**config.mk**
```make
export PLATFORM = sky130hd
export DESIGN_NAME = volume_pan_fade_automation
export DESIGN_NICKNAME = d
export VERILOG_FILES = /design/src/rtl/vpfa_pkg.sv /design/src/rtl/vpfa_vol.sv /design/src/rtl/vpfa_pan.sv /design/src/rtl/volume_pan_fade_automation.sv
export SDC_FILE = /design/constraint.sdc
export NUM_CORES = 1
export LEC_CHECK = 0
export BUFFER_PORTS_ARGS = -buffer_cell sky130_fd_sc_hd__buf_4
export CORE_MARGIN = 2
export CORE_UTILIZATION = 60
export CTS_BUF_LIST = sky130_fd_sc_hd__clkbuf_16
export DETAILED_ROUTE_END_ITERATION = 7
export GPL_TIMING_DRIVEN = 0
export PLACE_DENSITY = 0.77
export SYNTH_ARGS = -nofsm -noshare
export SYNTH_HDL_FRONTEND = slang
export SYNTH_HIERARCHICAL = 1
export SYNTH_SLANG_ARGS = --single-unit
```
**constraint.sdc**
```tcl
create_clock -name clock -period 4.8 [get_ports clock]
set_clock_uncertainty 0.1 [all_clocks]
set_input_delay 0.72 -clock clock [delete_from_list [all_inputs] [get_ports clock]]
set_output_delay 0.72 -clock clock [all_outputs]
set_load 0.05 [all_outputs]
```
**src/rtl/vpfa_pkg.sv**
```systemverilog
// ----------------------------------------------------------------------------
// vpfa_pkg: shared types and constants for volume and pan automation
// Item layouts, command codes, level limits and the counter load helper.
// ----------------------------------------------------------------------------
package vpfa_pkg;

   // Command codes carried in the command field of an input item.
   typedef enum logic [2:0] {
      CMD_TICK      = 3'd0,
      CMD_SET_VOL   = 3'd1,
      CMD_REL_VOL   = 3'd2,
      CMD_SET_PAN   = 3'd3,
      CMD_PAN_FADE  = 3'd4,
      CMD_VOL_FADE  = 3'd5
   } vpfa_cmd_type;

   // Pan limits: full right and center.
   localparam logic [7:0] PAN_MAX    = 8'd30;
   localparam logic [7:0] PAN_CENTER = 8'd15;

   // One input item.
   typedef struct packed {
      logic [2:0]        command;
      logic [7:0]        level_value;
      logic signed [7:0] fade_step;
      logic [7:0]        delay;
      logic [7:0]        interval;
      logic [7:0]        count;
      logic [7:0]        endpoint;
   } vpfa_req_type;

   // One result item.
   typedef struct packed {
      logic [7:0] volume_level;
      logic [7:0] pan_position;
      logic       volume_changed;
      logic       pan_changed;
   } vpfa_rsp_type;

   // Status returned by one level unit for the item being processed.
   typedef struct packed {
      logic [7:0] level;
      logic       changed;
   } vpfa_lvl_type;

   // An 8-bit counter load where zero stands for 256.
   function automatic logic [8:0] load_count(input logic [7:0] v);
      return {~|v, v};
   endfunction

endpackage

```
**src/rtl/vpfa_vol.sv**
```systemverilog
// ----------------------------------------------------------------------------
// vpfa_vol: volume level and volume fade unit
// Holds the track volume and its fade counters and applies one item a cycle when go is high.
// ----------------------------------------------------------------------------
module vpfa_vol (
   input  logic                   clock,
   input  logic                   reset,
   input  logic                   go,
   input  vpfa_pkg::vpfa_req_type item,
   output vpfa_pkg::vpfa_lvl_type status
);

   logic [7:0] level_ff, level_in;
   logic       on_ff, on_in;
   logic [8:0] count_ff, count_in;
   logic [8:0] period_ff, period_in;
   logic [7:0] delta_ff, delta_in;
   logic [8:0] left_ff, left_in;
   logic       changed;
   logic [8:0] count_dec;
   logic [8:0] left_dec;

   assign count_dec = count_ff - 9'd1;
   assign left_dec  = left_ff - 9'd1;

   // Next state of the volume and its fade for the current item.
   always_comb begin
      level_in  = level_ff;
      on_in     = on_ff;
      count_in  = count_ff;
      period_in = period_ff;
      delta_in  = delta_ff;
      left_in   = left_ff;
      changed   = 1'b0;
      unique case (item.command)
         vpfa_pkg::CMD_TICK: begin
            if (on_ff) begin
               count_in = count_dec;
               if (count_dec == 9'd0) begin
                  level_in = level_ff + delta_ff;
                  changed  = 1'b1;
                  left_in  = left_dec;
                  if (left_dec == 9'd0) begin
                     on_in = 1'b0;
                  end else begin
                     count_in = period_ff;
                  end
               end
            end
         end
         vpfa_pkg::CMD_SET_VOL: begin
            on_in    = 1'b0;
            level_in = item.level_value;
            changed  = 1'b1;
         end
         vpfa_pkg::CMD_REL_VOL: begin
            on_in    = 1'b0;
            level_in = level_ff + item.level_value;
            changed  = 1'b1;
         end
         vpfa_pkg::CMD_VOL_FADE: begin
            on_in     = (item.fade_step != 8'sd0);
            count_in  = vpfa_pkg::load_count(item.delay + item.interval);
            period_in = vpfa_pkg::load_count(item.interval);
            delta_in  = $unsigned(item.fade_step);
            left_in   = vpfa_pkg::load_count(item.count);
         end
         default: begin
         end
      endcase
   end

   assign status.level   = level_in;
   assign status.changed = changed;

   // State registers, updated when an item moves to the result register.
   always_ff @(posedge clock) begin
      if (reset) begin
         level_ff  <= 8'd0;
         on_ff     <= 1'b0;
         count_ff  <= 9'd0;
         period_ff <= 9'd1;
         delta_ff  <= 8'd0;
         left_ff   <= 9'd0;
      end else if (go) begin
         level_ff  <= level_in;
         on_ff     <= on_in;
         count_ff  <= count_in;
         period_ff <= period_in;
         delta_ff  <= delta_in;
         left_ff   <= left_in;
      end
   end

endmodule

```
**src/rtl/vpfa_pan.sv**
```systemverilog
// ----------------------------------------------------------------------------
// vpfa_pan: pan position and pan fade unit
// Holds the pan position, fade goal and direction and applies one item a cycle when go is high.
// ----------------------------------------------------------------------------
module vpfa_pan (
   input  logic                   clock,
   input  logic                   reset,
   input  logic                   go,
   input  vpfa_pkg::vpfa_req_type item,
   output vpfa_pkg::vpfa_lvl_type status
);

   logic [7:0] pan_ff, pan_in;
   logic       on_ff, on_in;
   logic       bounce_ff, bounce_in;
   logic [8:0] count_ff, count_in;
   logic [8:0] period_ff, period_in;
   logic [4:0] goal_ff, goal_in;
   logic       down_ff, down_in;
   logic       changed;
   logic [8:0] count_dec;
   logic [7:0] pan_step;
   logic [4:0] new_goal;
   logic [7:0] raw_period;

   assign count_dec  = count_ff - 9'd1;
   assign pan_step   = pan_ff + (down_ff ? 8'hFF : 8'd1);
   assign new_goal   = (item.endpoint[7:1] > 7'(vpfa_pkg::PAN_MAX)) ?
                       5'(vpfa_pkg::PAN_MAX) : item.endpoint[5:1];
   assign raw_period = item.interval + 8'd1;

   // Next state of the pan and its fade for the current item.
   always_comb begin
      pan_in    = pan_ff;
      on_in     = on_ff;
      bounce_in = bounce_ff;
      count_in  = count_ff;
      period_in = period_ff;
      goal_in   = goal_ff;
      down_in   = down_ff;
      changed   = 1'b0;
      unique case (item.command)
         vpfa_pkg::CMD_TICK: begin
            if (on_ff) begin
               count_in = count_dec;
               if (count_dec == 9'd0) begin
                  pan_in   = pan_step;
                  changed  = 1'b1;
                  count_in = period_ff;
                  // Goal reached: stop, or mirror the goal and turn around.
                  if (pan_step == {3'd0, goal_ff}) begin
                     if (!bounce_ff) begin
                        on_in = 1'b0;
                     end else begin
                        goal_in = 5'(vpfa_pkg::PAN_MAX) - goal_ff;
                        down_in = !down_ff;
                     end
                  end
               end
            end
         end
         vpfa_pkg::CMD_SET_PAN: begin
            on_in   = 1'b0;
            pan_in  = (item.level_value > vpfa_pkg::PAN_MAX) ?
                      vpfa_pkg::PAN_MAX : item.level_value;
            changed = 1'b1;
         end
         vpfa_pkg::CMD_PAN_FADE: begin
            on_in     = (pan_ff != {3'd0, new_goal});
            bounce_in = !item.endpoint[0];
            count_in  = vpfa_pkg::load_count(raw_period + item.delay);
            period_in = vpfa_pkg::load_count(raw_period);
            goal_in   = new_goal;
            down_in   = !({3'd0, new_goal} > pan_ff);
         end
         default: begin
         end
      endcase
   end

   assign status.level   = pan_in;
   assign status.changed = changed;

   // State registers, updated when an item moves to the result register.
   always_ff @(posedge clock) begin
      if (reset) begin
         pan_ff    <= vpfa_pkg::PAN_CENTER;
         on_ff     <= 1'b0;
         bounce_ff <= 1'b0;
         count_ff  <= 9'd0;
         period_ff <= 9'd1;
         goal_ff   <= 5'(vpfa_pkg::PAN_CENTER);
         down_ff   <= 1'b0;
      end else if (go) begin
         pan_ff    <= pan_in;
         on_ff     <= on_in;
         bounce_ff <= bounce_in;
         count_ff  <= count_in;
         period_ff <= period_in;
         goal_ff   <= goal_in;
         down_ff   <= down_in;
      end
   end

endmodule

```
**src/rtl/volume_pan_fade_automation.sv**
```systemverilog
// ----------------------------------------------------------------------------
// volume_pan_fade_automation: per-track volume and pan automation
// Input register, volume and pan units, and a result register.
// ----------------------------------------------------------------------------
// The block takes one item per clock cycle while req_stall is low and returns
// exactly one result item for each, in order. An accepted item is registered
// in the input register; the volume and pan units then update their state and
// the result register in a single pass once that register is free or being
// emptied, and the result stays on the output while rsp_stall is high. The
// result register and the input register together let a new item in while a
// finished result still waits; req_stall rises only when both registers are
// full and rsp_stall holds the result.
// Unused command codes leave all state unchanged and return the current levels.
module volume_pan_fade_automation (
   input  logic                   clock,
   input  logic                   reset,
   input  logic                   req_valid,
   output logic                   req_stall,
   input  vpfa_pkg::vpfa_req_type req_item,
   output logic                   rsp_valid,
   input  logic                   rsp_stall,
   output vpfa_pkg::vpfa_rsp_type rsp_item
);

   logic                   in_valid_ff, in_valid_in;
   vpfa_pkg::vpfa_req_type in_item_ff;
   logic                   out_valid_ff, out_valid_in;
   vpfa_pkg::vpfa_rsp_type out_item_ff;
   vpfa_pkg::vpfa_lvl_type vol_status;
   vpfa_pkg::vpfa_lvl_type pan_status;
   logic                   go;
   logic                   req_take;

   // An item advances when the result register is free or being emptied.
   assign go        = in_valid_ff && (!out_valid_ff || !rsp_stall);
   assign req_stall = in_valid_ff && !go;
   assign req_take  = req_valid && !req_stall;

   assign in_valid_in  = req_take || (in_valid_ff && !go);
   assign out_valid_in = go || (out_valid_ff && rsp_stall);

   vpfa_vol u_vol (
      .clock  (clock),
      .reset  (reset),
      .go     (go),
      .item   (in_item_ff),
      .status (vol_status)
   );

   vpfa_pan u_pan (
      .clock  (clock),
      .reset  (reset),
      .go     (go),
      .item   (in_item_ff),
      .status (pan_status)
   );

   // Handshake control for the two register stages.
   always_ff @(posedge clock) begin
      if (reset) begin
         in_valid_ff  <= 1'b0;
         out_valid_ff <= 1'b0;
      end else begin
         in_valid_ff  <= in_valid_in;
         out_valid_ff <= out_valid_in;
      end
   end

   // Payload registers.
   always_ff @(posedge clock) begin
      if (req_take) begin
         in_item_ff <= req_item;
      end
      if (go) begin
         out_item_ff.volume_level   <= vol_status.level;
         out_item_ff.pan_position   <= pan_status.level;
         out_item_ff.volume_changed <= vol_status.changed;
         out_item_ff.pan_changed    <= pan_status.changed;
      end
   end

   assign rsp_valid = out_valid_ff;
   assign rsp_item  = out_item_ff;

   // An item that advances always yields a result in the next cycle.
   a_go_gives_result: assert property (@(posedge clock) disable iff (reset)
      go |=> rsp_valid)
      else $error("advanced item produced no result");

   // The input side is never stalled while the input register is empty.
   a_no_stall_empty: assert property (@(posedge clock) disable iff (reset)
      !in_valid_ff |-> !req_stall)
      else $error("input stalled with empty input register");

   // Only ticks and set-pan commands can move the pan.
   a_pan_flag_source: assert property (@(posedge clock) disable iff (reset)
      go && (in_item_ff.command != vpfa_pkg::CMD_TICK)
         && (in_item_ff.command != vpfa_pkg::CMD_SET_PAN)
      |=> !rsp_item.pan_changed)
      else $error("pan flagged on a command that cannot change it");

   // A set-pan result is clamped to full right.
   a_set_pan_clamped: assert property (@(posedge clock) disable iff (reset)
      go && (in_item_ff.command == vpfa_pkg::CMD_SET_PAN)
      |=> rsp_item.pan_changed && (rsp_item.pan_position <= vpfa_pkg::PAN_MAX))
      else $error("set pan result out of range");

   // Starting a volume fade changes neither level.
   a_fade_start_quiet: assert property (@(posedge clock) disable iff (reset)
      go && (in_item_ff.command == vpfa_pkg::CMD_VOL_FADE)
      |=> !rsp_item.volume_changed && !rsp_item.pan_changed)
      else $error("volume fade start raised a change flag");

endmodule

```
==> impl_metrics.py <==
metrics = {
    "clocking": {
        "total_cts_buffers": 17,
        "clk_pin_slew_worst_paths_ns": 0.06,
        "tritoncts": "done",
        "postCtsSetupRepairBufs": 0,
        "insertion_delay_ns": 0.43,
        "post_cts_resize_count": 0,
        "cts-root-buf": "clkbuf_16",
        "clock_path_buffers": 2,
        "clock_sink_count": 149,
        "clock_tree.htree_level_count": 4,
        "cts_hold_repair.buffers": 0,
    },
    "synth": {
        "ys_types": 82,
        "netlist.top_cell.by_area": "edfxtp_1",
        "synth_top_cell_area_share_pct": 23.9,
        "async_flop_share_pct": 0,
        "synth_top_flop_cell": "dfxtp_1",
        "mapped_area_um2": 8680,
        "ys_warn_count": 6,
        "ys_seq_elements": 149,
        "syn-num-nets": 1039,
        "post_synth.cell_area_avg_um2": 9.31,
        "synth.top_cells.by_area": "edfxtp_1 (24%), dfxtp_1 (18%), ha_1 (6.8%)",
        "post_synth_most_frequent_cells": "nand2_1 (98), a21oi_1 (91), nor2_1 (81)",
        "synthMostInstantiatedCell": "nand2_1",
        "synth-edff-count": 69,
        "postSynthCellCount": 932,
        "share_of_synthesized_area_occupied_by_flip_flops_and_latches_pct": 42.3,
    },
    "worst_setup_path": {
        "destination_of_the_critical_timing_path": "u_pan/goal_ff[4]$_SDFFE_PP0P_",
        "worst_r2r_path_cells": 9,
        "crit-reg2reg-launch": "u_pan/down_ff$_SDFFE_PP0P_",
        "cp-end-kind": "register",
        "worst-path-max-fanout": 10,
        "reg2reg_setup_slack_ns": 1.44,
        "worst_r2r_endpoint": "u_pan/goal_ff[4]$_SDFFE_PP0P_",
        "required_time_of_the_worst_setup_path_ns": 5.02,
        "crit_path_start": "u_pan/down_ff$_SDFFE_PP0P_",
        "setup.worst_path.class": "register to register",
        "worst_endpoint_data_arrival_time_ns": 3.58,
        "cp-start-kind": "register",
    },
    "placement": {
        "gp_congestion": 0.892,
        "dp_hpwl_mm": 15.7,
        "io_buffers": 74,
        "instance_count_after_placement_with_tap_cells_included": 1188,
        "place_worst_setup_slack_ns": 1.23,
    },
    "floorplan": {
        "area_of_the_die_um2": 15400,
        "chipHeight_um": 124,
        "start_util_pct": 62.0,
        "design.core.area_um2": 14000,
        "die_x_um": 124,
        "io_pins": 75,
        "row_count": 43,
    },
    "route": {
        "viasPerCell": 6.19,
        "vias": 7557,
        "wirelength_met1_mm": 9.76,
        "drc": 0,
        "met3_length_mm": 1.36,
        "remaining_antenna_violation_count_after_routing": 0,
        "1st_iter_drt_viols": 729,
        "drt-wirelength-per-cell_um": 17.8,
        "wl_met2_mm": 10.2,
        "drt_wl_total_mm": 21.7,
        "highest_layer": "met4",
        "detailedRoute.firstPassIterationCount": 5,
    },
    "timing": {
        "timing.final.ws_setup_ns": 1.44,
        "setup-tns-final_ns": 0,
        "timing.final.setup_violations": 0,
        "worst_pin_slew_ns": 0.851,
        "relSlewSlack_pct": 42.5,
        "grt_setup_unrepaired": "no",
        "hold_ws_ns": 0.359,
        "maxSlewViolCount": 0,
        "top_achievable_clock_speed_mhz": 298,
        "min_period_over_period_pct": 70.0,
        "min_period_ns": 3.36,
        "number_of_endpoints_with_negative_hold_slack_in_the_final_report": 0,
    },
    "global_route": {
        "antenna_found_initial": 0,
        "globalRoute.totalOverflow": 0,
        "grt_first_pass_wirelength_mm": 35.5,
        "largest_net_degree_at_the_start_of_global_routing": 32,
        "vias_in_the_first_global_route": 7237,
        "gr-usage-all-layers_pct": 28.2,
    },
    "power": {
        "peakVddDrop_mv": 0.279,
        "pwr-share-comb_pct": 14.2,
        "cellLeakagePower_nw": 3.95,
        "clkPwrFrac_pct": 41.6,
        "pwr_density_cell_nw_per_um2": 321,
        "power.switching_fraction_pct": 27.5,
        "internal_power_mw": 2.35,
        "totalPowerFinal_mw": 3.24,
        "p_switching_mw": 0.893,
        "seqPwrFrac_pct": 44.2,
    },
    "hold_path": {
        "timing.hold.worst.class": "register to register",
    },
    "cells_and_area": {
        "flow.area_growth_from_synthesis_pct": 16.4,
        "share_of_post_route_cells_with_drive_strength_above_1_pct": 13.9,
        "diodes": 0,
        "stdcell_count": 1220,
        "final_net_count": 1134,
    },
    "run": {
        "maxCapViolCount": 0,
    },
    "outcome": {
        "outcome": "finished, final reports clean",
    },
}
-- power groups by stage --
| stage | Clock (mW) | Combinational [mW] | Sequential, mW |
|---|---|---|---|
| after floorplan | 0 | 0.293 | 1.47 |
| after global placement | 0 | 0.436 | 1.46 |
| after detailed placement | 0 | 0.448 | 1.46 |
| after CTS | 1.36 | 0.453 | 1.43 |
| after global routing | 1.42 | 0.504 | 1.44 |
| final | 1.35 | 0.459 | 1.43 |
-- stage by stage --
stage	utilization, %	instance area, um2
after floorplan	-	8680
after global placement	67.6	9460
after detailed placement	68.0	9510
after CTS	72.2	10100
after global routing	72.2	10100
final	72.2	10100
-- routing by layer --
layer	vias to the layer above	track usage [%]
li1	3660	-
met1	3569	38.0
met2	290	45.5
met3	38	5.63
met4	0	9.58
met5	-	0
-- cells by family (layout without fill, tap and decap cells) --
family          after synthesis  after routing  share of synthesized area (%)
compound gates              279            279                           21.4
xor+xnor                     51             51                           5.30
fa+ha+maj                    52             52                           7.93
buf+inv                      77            185                           3.56
flops                       149            149                           42.3
mux                          12             12                           1.38
simple gates                312            312                           18.1
-- how the worst min path moves through the flow --
stage                                     from  cells past startpoint                              end
2_1_floorplan          in_item_ff[0]$_DFFE_PP_                      1     u_pan/bounce_ff$_SDFFE_PP0P_
3_3_place_gp   u_vol/period_ff[1]$_SDFFE_PP0P_                      2  u_vol/period_ff[1]$_SDFFE_PP0P_
3_5_place_dp   u_vol/period_ff[1]$_SDFFE_PP0P_                      2  u_vol/period_ff[1]$_SDFFE_PP0P_
4_1_cts                           req_item[12]                      1         in_item_ff[12]$_DFFE_PP_
5_1_grt                           req_item[11]                      1         in_item_ff[11]$_DFFE_PP_
6_report       u_vol/period_ff[8]$_SDFFE_PP0P_                      2  u_vol/period_ff[8]$_SDFFE_PP0P_
-- final cells by class --
cell class / count / area (um2)
tap: 180 / 225
clock buffer: 17 / 425
buffer: 39 / 166
clock inverter: 15 / 168
inverter: 38 / 143
fill: 1084 / 3890
timing repair buffer: 76 / 591
sequential: 149 / 3670
multi-input combinational: 706 / 4710
-- registers in the layout, indices dropped and copies added, names as in the netlist --
| name | count |
|---|---|
| in_item_ff | 51 |
| in_valid_ff | 1 |
| rsp_item | 18 |
| rsp_valid | 1 |
| u_pan/bounce_ff | 1 |
| u_pan/count_ff | 9 |
| u_pan/down_ff | 1 |
| u_pan/goal_ff | 5 |
| u_pan/on_ff | 1 |
| u_pan/pan_ff | 8 |
| u_pan/period_ff | 9 |
| u_vol/count_ff | 9 |
| u_vol/delta_ff | 8 |
| u_vol/left_ff | 9 |
| u_vol/level_ff | 8 |
| u_vol/on_ff | 1 |
| u_vol/period_ff | 9 |
-- critical path: stages (launching register included) --
cell and delay, ns:
dfxtp_1 0.56, ha_1 0.38, a21oi_1 0.29, a2111oi_0 0.16, a211oi_1 0.40, o21ai_0 0.25
nor4b_2 0.39, a41o_4 0.33, o21ai_0 0.10, a32o_1 0.28
-- layout by cell type, fill, tap and decap left out, drive strengths merged, types with 4 or more instances in the layout --
master / count
mux2i: 12
o211a: 4
a32o: 5
edfxtp: 69
nand2b: 5
fa: 5
nor3b: 5
buf: 84
ha: 47
o21ai: 49
or3: 9
nand3b: 7
nand2: 98
nor2: 83
a21o: 16
a21oi: 93
nand3: 21
dfxtp: 80
and2: 7
nor2b: 7
o21bai: 7
inv: 45
o22ai: 6
clkbuf: 48
o211ai: 12
o21a: 12
xor2: 26
and3: 5
or4: 7
nand4: 8
xnor2: 24
a211oi: 29
clkinvlp: 4
nor4: 17
nor3: 23
a31oi: 6
Note: power is estimated with default switching activity, not from simulation.
